--- config.mk ---
export PLATFORM = sky130hd
export DESIGN_NAME = qrs_sqrt
export DESIGN_NICKNAME = d
export VERILOG_FILES = /design/src/rtl/qrs_pkg.sv /design/src/rtl/qrs_sqrt.sv
export SDC_FILE = /design/constraint.sdc
export NUM_CORES = 2
export LEC_CHECK = 0
export BUFFER_PORTS_ARGS = -buffer_cell sky130_fd_sc_hd__buf_4
export CAP_MARGIN = 15
export CORE_UTILIZATION = 40
export CTS_CLUSTER_DIAMETER = 60
export DETAILED_ROUTE_END_ITERATION = 12
export SYNTH_ARGS = -nofsm -noshare
export SYNTH_HDL_FRONTEND = slang
export SYNTH_SLANG_ARGS = --single-unit
--- constraint.sdc ---
create_clock -name clk -period 16.16 [get_ports clk]
set_clock_uncertainty 0.05 [all_clocks]
set_input_delay 3.232 -clock clk [delete_from_list [all_inputs] [get_ports clk]]
set_output_delay 3.232 -clock clk [all_outputs]
set_load 0.005 [all_outputs]
--- src/rtl/qrs_pkg.sv ---
// Package: widths, root kind codes and stage payload types of the quadratic root solver.
`default_nettype none
package qrs_pkg;
  localparam int COEF_WIDTH = 16;
  localparam int FRAC_BITS  = 16;
  localparam int OUT_WIDTH  = 40;
  // |d| < 2^(2*COEF_WIDTH+1), radicand |d|*4^FRAC_BITS
  localparam int DISC_WIDTH = 2 * COEF_WIDTH + 2;
  localparam int RAD_WIDTH  = DISC_WIDTH + 2 * FRAC_BITS;
  localparam int ROOT_WIDTH = RAD_WIDTH / 2;
  // numerator -b*2^F +- S, signed
  localparam int NUM_WIDTH  = ((COEF_WIDTH + FRAC_BITS + 1) > ROOT_WIDTH ?
                               (COEF_WIDTH + FRAC_BITS + 1) : ROOT_WIDTH) + 2;
  localparam int DEN_WIDTH  = COEF_WIDTH + 1;
  localparam int MAG_WIDTH  = NUM_WIDTH - 1;

  typedef enum logic [1:0] {
    KIND_EQUAL    = 2'd0,
    KIND_DISTINCT = 2'd1,
    KIND_COMPLEX  = 2'd2,
    KIND_ERROR    = 2'd3
  } root_kind_t;

  // one square root step: bring in two radicand bits, try subtract
  typedef struct packed {
    logic [RAD_WIDTH-1:0]    rad;
    logic [ROOT_WIDTH+1:0]   rem;
    logic [ROOT_WIDTH-1:0]   root;
  } sqrt_state_t;

  typedef struct packed {
    root_kind_t             kind;
    logic signed [COEF_WIDTH-1:0] a;
    logic signed [COEF_WIDTH-1:0] b;
  } tag_t;

  function automatic sqrt_state_t sqrt_step(sqrt_state_t s);
    sqrt_state_t          o;
    logic [ROOT_WIDTH+1:0] rem;
    logic [ROOT_WIDTH+1:0] trial;
    rem   = {s.rem[ROOT_WIDTH-1:0], s.rad[RAD_WIDTH-1 -: 2]};
    trial = {s.root, 2'b01};
    o.rad = {s.rad[RAD_WIDTH-3:0], 2'b00};
    if (rem >= trial) begin
      o.rem  = rem - trial;
      o.root = {s.root[ROOT_WIDTH-2:0], 1'b1};
    end else begin
      o.rem  = rem;
      o.root = {s.root[ROOT_WIDTH-2:0], 1'b0};
    end
    return o;
  endfunction
endpackage
`default_nettype wire

--- src/rtl/qrs_sqrt.sv ---
// Pipelined integer square root, up to four result bits per stage.
`default_nettype none
module qrs_sqrt import qrs_pkg::*; (
  input  wire logic                  clk,
  input  wire logic                  rst_n,
  input  wire logic                  adv,
  input  wire logic                  in_vld,
  input  wire logic [RAD_WIDTH-1:0]  in_rad,
  input  wire tag_t                  in_tag,
  output logic                       out_vld,
  output logic [ROOT_WIDTH-1:0]      out_root,
  output tag_t                       out_tag
);
  localparam int STEPS  = 4;
  localparam int NSTAGE = (ROOT_WIDTH + STEPS - 1) / STEPS;

  sqrt_state_t st_r  [NSTAGE];
  tag_t        tag_r [NSTAGE];
  logic [NSTAGE-1:0] vld_r;

  always_ff @(posedge clk) begin
    if (!rst_n) vld_r <= '0;
    else if (adv) vld_r <= {vld_r[NSTAGE-2:0], in_vld};
  end

  for (genvar g = 0; g < NSTAGE; g++) begin : g_stage
    sqrt_state_t src;
    sqrt_state_t s_nxt;
    tag_t        tsrc;
    if (g == 0) begin : g_first
      assign src  = '{rad: in_rad, rem: '0, root: '0};
      assign tsrc = in_tag;
    end else begin : g_rest
      assign src  = st_r[g-1];
      assign tsrc = tag_r[g-1];
    end
    always_comb begin
      s_nxt = src;
      for (int k = 0; k < STEPS; k++)
        if (g * STEPS + k < ROOT_WIDTH) s_nxt = sqrt_step(s_nxt);
    end
    always_ff @(posedge clk) begin
      if (adv) begin
        st_r[g]  <= s_nxt;
        tag_r[g] <= tsrc;
      end
    end
  end

  assign out_vld  = vld_r[NSTAGE-1];
  assign out_root = st_r[NSTAGE-1].root;
  assign out_tag  = tag_r[NSTAGE-1];
endmodule
`default_nettype wire

==> out/results.txt <==
outcome: complete, but fails checks
failing checks: capacitance limit, slew limit
most frequent cells after synthesis: 987 x edfxtp_1, 768 x nand2_1, 749 x nor2_1
Die H: 443 um
TritonRoute pass-1 iters: 8
maximum clock rate: 0.0669 GHz
Clock Path Buffers: 3
Hold Path End: st_r[0][917]
die area: 196000 um^2
CTS root buf: clkbuf_16
Filler Cells Inserted: 18600
Rows: 161
pin count of the biggest net entering global routing: 179
RR Startpoint: st_r[0][678]
ys flop type: edfxtp_1
WL per Instance: 21.1 um
CP endpoint kind: flop
global route overflow: 0
Initial Util: 0.403
initial antenna violation count: 6
ys async rst share: 0
DRT Wirelength: 237 mm
synthesized cell area: 77900 um^2
worst rel slew slack: -0.0169
Initial DRC Count: 5568
R2R cell count: 51
Hold Crit Start: st_r[0][777]
vias in the first global route: 62700
most frequent cell after synthesis: edfxtp_1
Synth top area share: 0.381
Ports: 172
final setup vio count: 0
Layout Nets: 9272
gr usage total: 0.232
Slew @ Worst Pin: 1.51 ns
worst path required time: 16.64 ns
CTS tree: yes
post-route ant nets: 0
CP max stage delay: 0.71 ns
via-per-instance ratio: 5.90
hpwl dp: 186 mm
Mapped Cells: 8462
Yosys reg bits: 996
CP Class: reg -> reg
EDFF count, synth: 987
DRC viols: 0
fraction of layout cells with a size suffix above 1: 0.0721
Yosys cell types: 108
ranking of synthesized cells by area: edfxtp_1 38%, ha_1 9.6%, xnor2_1 5.3%
synth warn: 0
CTS Buf Count: 119
setup_tns: 0 ns
first-pass GRT wire length: 362 mm
crit-path max FO: 36
Tcrit/Tclk final: 0.925
Final Wtd Congestion: 0.978
Final Critical Period: 14.94 ns
WP data arrival: 15.42 ns
Hold WS: 0.338 ns
area of the multi-input gates: 45500 um^2
Sink Count: 996
cell taking the most area after synthesis: edfxtp_1
H-tree levels: 3
Max Cap Viol: 1
startpoint types: flop
slowest cell on the critical path: a2111oi_1
worst reg2reg endpoint: st_r[0][852]
Hold WC Path Type: reg -> reg
Clock transition at path regs: 0.06 ns
most frequent CP cell: o21ai_0
worst skew pair latency: 0.80 ns
hold path cells: 0
RSZ-0062 raised after global routing: no
core area: 193000 um^2
port bufs: 171
Die Wd: 443 um
area delta synth->final: 10.3%
syn avg cell area: 9.20 um^2
Register Area: 29800 um^2
Slew Viols, Final: 2
Final Hold Fails: 0
Reg2Reg Setup Slack: 1.22 ns
Vias: 66100
Seq/Total Area, Yosys: 0.383
placed cells by master, fill, tap and decap left out, types with 39 or more instances in the layout:
| master | count |
|---|---|
| xnor2_1 | 474 |
| nand4_1 | 142 |
| o21bai_1 | 75 |
| o211ai_1 | 69 |
| mux2i_1 | 51 |
| edfxtp_1 | 987 |
| a31oi_1 | 103 |
| or3_1 | 75 |
| inv_1 | 412 |
| nor2b_1 | 107 |
| ha_1 | 595 |
| nand3_1 | 199 |
| nor3_1 | 209 |
| o31ai_1 | 72 |
| o21ai_0 | 483 |
| a21oi_1 | 727 |
| or4_1 | 39 |
| nand2b_1 | 108 |
| clkbuf_16 | 120 |
| or2_2 | 50 |
| a21o_1 | 301 |
| and2_1 | 65 |
| o21a_1 | 82 |
| nand2_1 | 768 |
| and3_1 | 95 |
| nor4_1 | 111 |
| nor2_1 | 749 |
| xor2_1 | 294 |
| a211oi_1 | 72 |
| buf_4 | 229 |
| mux2_2 | 81 |
layout make-up:
| class | instances | area share |
|---|---|---|
| flip-flops and latches | 996 | 0.347 |
| diodes | 2 | 0.0000583 |
| well taps | 2526 | 0.0368 |
| repair buffers | 234 | 0.0211 |
| clock buffers | 148 | 0.0362 |
| clock inverters | 79 | 0.0105 |
| multi-input cells | 6794 | 0.529 |
| inverters | 428 | 0.0187 |
kinds of logic after synthesis:
logic type               after synthesis  synth area share
XOR/XNOR                             768            0.0864
adder cells (fa/ha/maj)              595            0.0956
flip-flops                           996             0.383
other                                  1         0.0000482
buffers and inverters                675            0.0336
AND/OR/NAND/NOR                     2903             0.185
multiplexers                         140            0.0194
AO/OA/AOI/OAI                       2384             0.197
metal layers:
layer / GRT usage / wire length, um / share of wire / up-vias
li1: - / - / - / 31800
met1: 0.315 / 107000 / 0.45 / 31700
met2: 0.378 / 108000 / 0.46 / 2197
met3: 0.0246 / 12700 / 0.053 / 443
met4: 0.0900 / 9160 / 0.039 / 0
met5: 0 / 0 / 0 / -
metrics by stage:
step,std cells,cell area (um^2),worst slack (ns),util
5_1_grt,11200,85900,0.0696,0.445
3_3_place_gp,11000,81900,0.582,0.424
6_report,11200,85900,1.22,0.445
4_1_cts,11200,85900,0.805,0.445
3_5_place_dp,11000,81900,0.805,0.424
2_1_floorplan,8465,77900,3.56,-
timing repair:
| item | in CTS | in global routing |
|---|---|---|
| hold buffers | 0 | 0 |
| setup buffers | 0 | 0 |
| setup endpoints to repair | 0 | 34 |
| gates resized for setup | 0 | 3 |
flip-flops by register name, indices dropped and copies added (netlist names):
name   flops
st_r     681
tag_r    306
vld_r      9
critical path: cells and delay by family, from the launching register on:
family	cells	cell delay [ns]
compound gates	21	5.38
simple gates	16	3.89
buf+inv	8	2.37
fa+ha+maj	4	1.67
mux	2	0.67
flops	1	0.63
worst max path at each step:
stage	from	endpoint	slack [ns]	cells past startpoint
final	st_r[0][678]	st_r[0][852]	1.22	51
after global routing	st_r[0][678]	st_r[0][852]	0.07	51
after CTS	st_r[0][678]	st_r[0][852]	0.81	49
after detailed placement	st_r[0][678]	st_r[0][852]	0.81	49
after global placement	st_r[0][678]	st_r[0][852]	0.58	49
after floorplan	st_r[0][678]	st_r[0][852]	3.56	57
Power is not shown: default switching activity piles up to over one toggle a cycle in this logic, so the estimate is an artifact.
