`src/rtl/qrs_pkg.sv`:
```
// Package: widths, root kind codes and stage payload types of the quadratic root solver.
`default_nettype none
package qrs_pkg;
  localparam int COEF_WIDTH = 16;
  localparam int FRAC_BITS  = 16;
  localparam int OUT_WIDTH  = 40;
  // |d| < 2^(2*COEF_WIDTH+1), radicand |d|*4^FRAC_BITS
  localparam int DISC_WIDTH = 2 * COEF_WIDTH + 2;
  localparam int RAD_WIDTH  = DISC_WIDTH + 2 * FRAC_BITS;
  localparam int ROOT_WIDTH = RAD_WIDTH / 2;
  // numerator -b*2^F +- S, signed
  localparam int NUM_WIDTH  = ((COEF_WIDTH + FRAC_BITS + 1) > ROOT_WIDTH ?
                               (COEF_WIDTH + FRAC_BITS + 1) : ROOT_WIDTH) + 2;
  localparam int DEN_WIDTH  = COEF_WIDTH + 1;
  localparam int MAG_WIDTH  = NUM_WIDTH - 1;

  typedef enum logic [1:0] {
    KIND_EQUAL    = 2'd0,
    KIND_DISTINCT = 2'd1,
    KIND_COMPLEX  = 2'd2,
    KIND_ERROR    = 2'd3
  } root_kind_t;

  // one square root step: bring in two radicand bits, try subtract
  typedef struct packed {
    logic [RAD_WIDTH-1:0]    rad;
    logic [ROOT_WIDTH+1:0]   rem;
    logic [ROOT_WIDTH-1:0]   root;
  } sqrt_state_t;

  typedef struct packed {
    root_kind_t             kind;
    logic signed [COEF_WIDTH-1:0] a;
    logic signed [COEF_WIDTH-1:0] b;
  } tag_t;

  function automatic sqrt_state_t sqrt_step(sqrt_state_t s);
    sqrt_state_t          o;
    logic [ROOT_WIDTH+1:0] rem;
    logic [ROOT_WIDTH+1:0] trial;
    rem   = {s.rem[ROOT_WIDTH-1:0], s.rad[RAD_WIDTH-1 -: 2]};
    trial = {s.root, 2'b01};
    o.rad = {s.rad[RAD_WIDTH-3:0], 2'b00};
    if (rem >= trial) begin
      o.rem  = rem - trial;
      o.root = {s.root[ROOT_WIDTH-2:0], 1'b1};
    end else begin
      o.rem  = rem;
      o.root = {s.root[ROOT_WIDTH-2:0], 1'b0};
    end
    return o;
  endfunction
endpackage
`default_nettype wire

```
`src/rtl/qrs_div.sv`:
```
// Pipelined signed division, truncating, one quotient bit per step, two quotients.
`default_nettype none
module qrs_div import qrs_pkg::*; (
  input  wire logic                        clk,
  input  wire logic                        rst_n,
  input  wire logic                        adv,
  input  wire logic                        in_vld,
  input  wire logic signed [NUM_WIDTH-1:0] in_num0,
  input  wire logic signed [NUM_WIDTH-1:0] in_num1,
  input  wire logic signed [DEN_WIDTH-1:0] in_den,
  input  wire root_kind_t                  in_kind,
  output logic                             out_vld,
  output logic [OUT_WIDTH-1:0]             out_q0,
  output logic [OUT_WIDTH-1:0]             out_q1,
  output root_kind_t                       out_kind
);
  localparam int STEPS  = 4;
  localparam int NSTAGE = (MAG_WIDTH + STEPS - 1) / STEPS;
  // signed quotient width, wide enough for both the magnitude and the clamp bounds
  localparam int QW = (MAG_WIDTH + 1 > OUT_WIDTH) ? MAG_WIDTH + 1 : OUT_WIDTH;
  localparam logic signed [QW-1:0] Q_HI = QW'((64'sd1 <<< (OUT_WIDTH-1)) - 1);
  localparam logic signed [QW-1:0] Q_LO = -Q_HI - QW'(1);

  typedef struct packed {
    logic [MAG_WIDTH-1:0] n;
    logic [DEN_WIDTH-1:0] r;
    logic                 neg;
  } dv_t;

  typedef struct packed {
    dv_t                  d0;
    dv_t                  d1;
    logic [DEN_WIDTH-1:0] dm;
    root_kind_t           kind;
  } dst_t;

  // shift n left, quotient bit enters at lsb
  function automatic dv_t dstep(dv_t x, logic [DEN_WIDTH-1:0] dm);
    dv_t o;
    logic [DEN_WIDTH:0] r;
    r = {x.r, x.n[MAG_WIDTH-1]};
    o.neg = x.neg;
    if (r >= {1'b0, dm}) begin
      r   = r - {1'b0, dm};
      o.n = {x.n[MAG_WIDTH-2:0], 1'b1};
    end else begin
      o.n = {x.n[MAG_WIDTH-2:0], 1'b0};
    end
    o.r = r[DEN_WIDTH-1:0];
    return o;
  endfunction

  function automatic logic [MAG_WIDTH-1:0] nmag(logic signed [NUM_WIDTH-1:0] v);
    logic [NUM_WIDTH-1:0] m;
    m = v[NUM_WIDTH-1] ? -v : v;
    return m[MAG_WIDTH-1:0];
  endfunction

  function automatic logic [OUT_WIDTH-1:0] fin(dv_t x);
    logic signed [QW-1:0] m;
    logic signed [QW-1:0] q;
    m = $signed(QW'({1'b0, x.n}));
    q = x.neg ? -m : m;
    if (q > Q_HI) q = Q_HI;
    if (q < Q_LO) q = Q_LO;
    return q[OUT_WIDTH-1:0];
  endfunction

  dst_t st_r [NSTAGE];
  logic [NSTAGE-1:0] vld_r;
  logic [DEN_WIDTH-1:0] dm_in;

  assign dm_in = in_den[DEN_WIDTH-1] ? -in_den : in_den;

  always_ff @(posedge clk) begin
    if (!rst_n) vld_r <= '0;
    else if (adv) vld_r <= {vld_r[NSTAGE-2:0], in_vld};
  end

  for (genvar g = 0; g < NSTAGE; g++) begin : g_stage
    dst_t src;
    dst_t s_nxt;
    if (g == 0) begin : g_first
      assign src = '{
        d0: '{n: nmag(in_num0), r: '0, neg: in_num0[NUM_WIDTH-1] ^ in_den[DEN_WIDTH-1]},
        d1: '{n: nmag(in_num1), r: '0, neg: in_num1[NUM_WIDTH-1] ^ in_den[DEN_WIDTH-1]},
        dm: dm_in, kind: in_kind};
    end else begin : g_rest
      assign src = st_r[g-1];
    end
    always_comb begin
      s_nxt = src;
      for (int k = 0; k < STEPS; k++) begin
        if (g * STEPS + k < MAG_WIDTH) begin
          s_nxt.d0 = dstep(s_nxt.d0, src.dm);
          s_nxt.d1 = dstep(s_nxt.d1, src.dm);
        end
      end
    end
    always_ff @(posedge clk) if (adv) st_r[g] <= s_nxt;
  end

  always_comb begin
    out_vld  = vld_r[NSTAGE-1];
    out_kind = st_r[NSTAGE-1].kind;
    if (out_kind == KIND_ERROR) begin
      out_q0 = '0;
      out_q1 = '0;
    end else begin
      out_q0 = fin(st_r[NSTAGE-1].d0);
      out_q1 = fin(st_r[NSTAGE-1].d1);
    end
  end
endmodule
`default_nettype wire

```
`config.mk`:
```
export PLATFORM = sky130hd
export DESIGN_NAME = qrs_div
export DESIGN_NICKNAME = d
export VERILOG_FILES = /design/src/rtl/qrs_pkg.sv /design/src/rtl/qrs_div.sv
export SDC_FILE = /design/constraint.sdc
export NUM_CORES = 2
export LEC_CHECK = 0
export BUFFER_PORTS_ARGS = -buffer_cell sky130_fd_sc_hd__clkbuf_2
export CORE_UTILIZATION = 60
export CTS_BUF_LIST = sky130_fd_sc_hd__clkbuf_8
export CTS_CLUSTER_SIZE = 30
export DETAILED_ROUTE_END_ITERATION = 12
export GPL_TIMING_DRIVEN = 0
export PLACE_DENSITY = 0.83
export RECOVER_POWER = 25
export SLEW_MARGIN = 0
export SYNTH_ARGS = -nofsm -noshare
export SYNTH_HDL_FRONTEND = slang
export SYNTH_SLANG_ARGS = --single-unit
export TNS_END_PERCENT = 100
```
`constraint.sdc`:
```
create_clock -name clk -period 15.92 [get_ports clk]
set_input_delay 0.796 -clock clk [delete_from_list [all_inputs] [get_ports clk]]
set_output_delay 0.796 -clock clk [all_outputs]
set_load 0.005 [all_outputs]
```
==> flow_summary.ini <==
[critical_path]
crit_path_start = st_r[0][495]
end_kind = register
startpoint_type = register
required_ns = 16.64
critPathBufInv = 8
rr_startpoint = st_r[0][495]
cpLargestDelayFamily = compound AO/OA/AOI/OAI gates
slowest_stage = a2111oi_0
cp_max_fo = 14
worstSetupPathType = register to register
slowest_delay_ns = 0.84
cp_data_arrival_time_ns = 16.02

[final_layout]
register_area_mm2 = 0.0319
drive_gt1_frac = 0.109
fin_util = 0.654
syn_to_final_growth_pct = 7.80
fin_area_mm2 = 0.107
multiInputGateArea_mm2 = 0.0642
final_cells = 13100
nets = 12100
nFillCells = 13000

[place]
place_congestion = 1.00
place_hpwl_mm = 228
port-buffer-count = 173
post_dp_cell_area_mm2 = 0.103
dp_cells = 12800

[route]
ant_nets = 0
wl_mm = 292
drc_errors = 0
drt_iter0_drc = 9576
post_drt_via_cell_ratio = 6.53
dr.pass1.iters = 9
detail_route.wl_per_cell_um = 22.3
num_vias = 85800

[die]
core_area_mm2 = 0.163
die-area_mm2 = 0.167
die_w_um = 408
num_rows = 148
num_io_pins = 176
die_h_um = 408
start_util = 0.607

[clocking]
clock_sinks = 1065
clkSlewWorstSetupHoldPaths_ns = 0.07
cts_root_buffer = clkbuf_8
cts_tree = built
cts_buffer_depth = 3
cts-buffers-inserted = 179
htreeDepth = 4
clock_latency_ns = 0.99

[sta]
fmax_mhz = 65.3
min_period_ns = 15.31
finalMaxSlewViolations = 55
grt_setup_unrepaired = no
setup_viol = 0
slew_headroom = -1.40
hold_violations = 0
period_share = 0.961
max_slew.worst_pin.slew_ns = 3.60
fin_skew_ns = 0.0649

[synthesis]
async_flop_share = 0
avgSynthCellArea_um2 = 9.49
syn_inst = 10400
yosys_most_used_dff = edfxtp_1
seq_area_frac_synth = 0.322
synth_edf_count = 1056
ys_seq_elements = 1065
syn-num-nets = 11700
yosys.cell_types.count = 93
synth_warnings = 0
synth_area_mm2 = 0.0991

[grt]
antenna_found_initial = 18
grt_max_degree = 135
overflow = 0
grt_pass1_vias = 80900
grt_pass1_wl_mm = 448
grtUsageTotal = 0.340

[run]
maxCapViolCount = 1

[run_status]
status = finished with violations
failed_checks = max-capacitance violations, max-slew violations

[min_path]
hp-class = input pin to register
hold_path.startpoint = in_vld
## registers in the layout, indices dropped and copies added, names as in the netlist
| signal | flops |
|---|---|
| st_r | 1056 |
| vld_r | 9 |
## synth_stat cells (107+ instances only)
cell type  instances  area share
xor2_1           311       0.027
inv_1            591       0.022
o211ai_1         112      0.0085
edfxtp_1        1056        0.32
mux2_2           572       0.065
nor3_1           239       0.012
o21ai_0          554       0.028
ha_1            1131        0.14
mux2i_1          110       0.011
xnor2_1          610       0.054
nor2b_1          149      0.0094
nor2_1           748       0.028
a21oi_1          854       0.043
nand2b_1         118      0.0075
a21o_1           298       0.023
nand4_1          171       0.011
a211oi_1         107      0.0081
nand2_1          667       0.025
o31ai_1          122      0.0092
nand3_1          241       0.012
o21a_1           170       0.013
clkbuf_1         144      0.0055
## logic make-up after synthesis
kind of cell	Yosys count	share of synthesized area
AND/OR/NAND/NOR	2854	0.141
buffers and inverters	799	0.0307
XOR/XNOR	921	0.0814
multiplexers	682	0.0761
flip-flops	1065	0.322
AO/OA/AOI/OAI	2927	0.193
adder cells (fa/ha/maj)	1195	0.156
## layer usage
layer | up-vias | part of all wire | global-route usage
met5 | - | 0.00029 | 0
met4 | 14 | 0.050 | 0.163
met3 | 813 | 0.098 | 0.0666
met2 | 4104 | 0.43 | 0.521
met1 | 40500 | 0.42 | 0.460
li1 | 40300 | - | -
## cell type report
type,count,area share
Tap cell,2175,0.0255
Clock buffer,179,0.0231
Sequential cell,1065,0.299
Antenna cell,3,0.0000703
Buffer,193,0.00717
Clock inverter,143,0.0120
Timing Repair Buffer,193,0.0112
Multi-Input combinational cell,8579,0.601
Inverter,606,0.0213
## worst reg2reg max path: cells and delay by family, from the launching register on
kind            cells  cell delay [ns]
compound gates     19             4.92
fa+ha+maj           4             1.72
buf+inv             8             3.88
flops               1             0.61
mux                 5             2.40
simple gates        7             1.51
## final timing paths
check / end / slack, ns / cells after the start
setup reg to reg: st_r[0][643] / 0.61 / 43
hold reg to reg: st_r[0][367] / 0.37 / 0
hold / removal: vld_r[0] / 0.11 / 3
setup / recovery: st_r[0][643] / 0.61 / 43
## cell usage in the layout (no fill, tap or decap), drive strengths merged, types with 241 or more instances in the layout
cell / netlist / layout
a21o: 298 / 298
a21oi: 854 / 854
clkbuf: 144 / 497
edfxtp: 1056 / 1056
ha: 1131 / 1131
inv: 599 / 644
mux2: 572 / 572
nand2: 667 / 667
nand3: 241 / 241
nor2: 748 / 748
o21ai: 558 / 558
xnor2: 610 / 610
xor2: 311 / 311
## stage by stage
stage | TNS [ns] | hold WS (ns) | worst slack, ns
6_report | 0 | 0.105 | 0.614
5_1_grt | 0 | 0.0736 | 0.107
4_1_cts | 0 | 0.0166 | 0.767
3_5_place_dp | 0 | 0.405 | 0.278
3_3_place_gp | -3758.19 | 0.401 | -3.76
2_1_floorplan | 0 | 0.400 | 4.30
## what timing repair did
item | 4_1_cts | 5_1_grt
setup buffers | 0 | 6
setup endpoints to repair | 0 | 27
hold endpoints to repair | 1 | 0
hold buffers | 1 | 0
gates resized for setup | 0 | 4
Power is not shown: default switching activity piles up to over one toggle a cycle in this logic, so the estimate is an artifact.
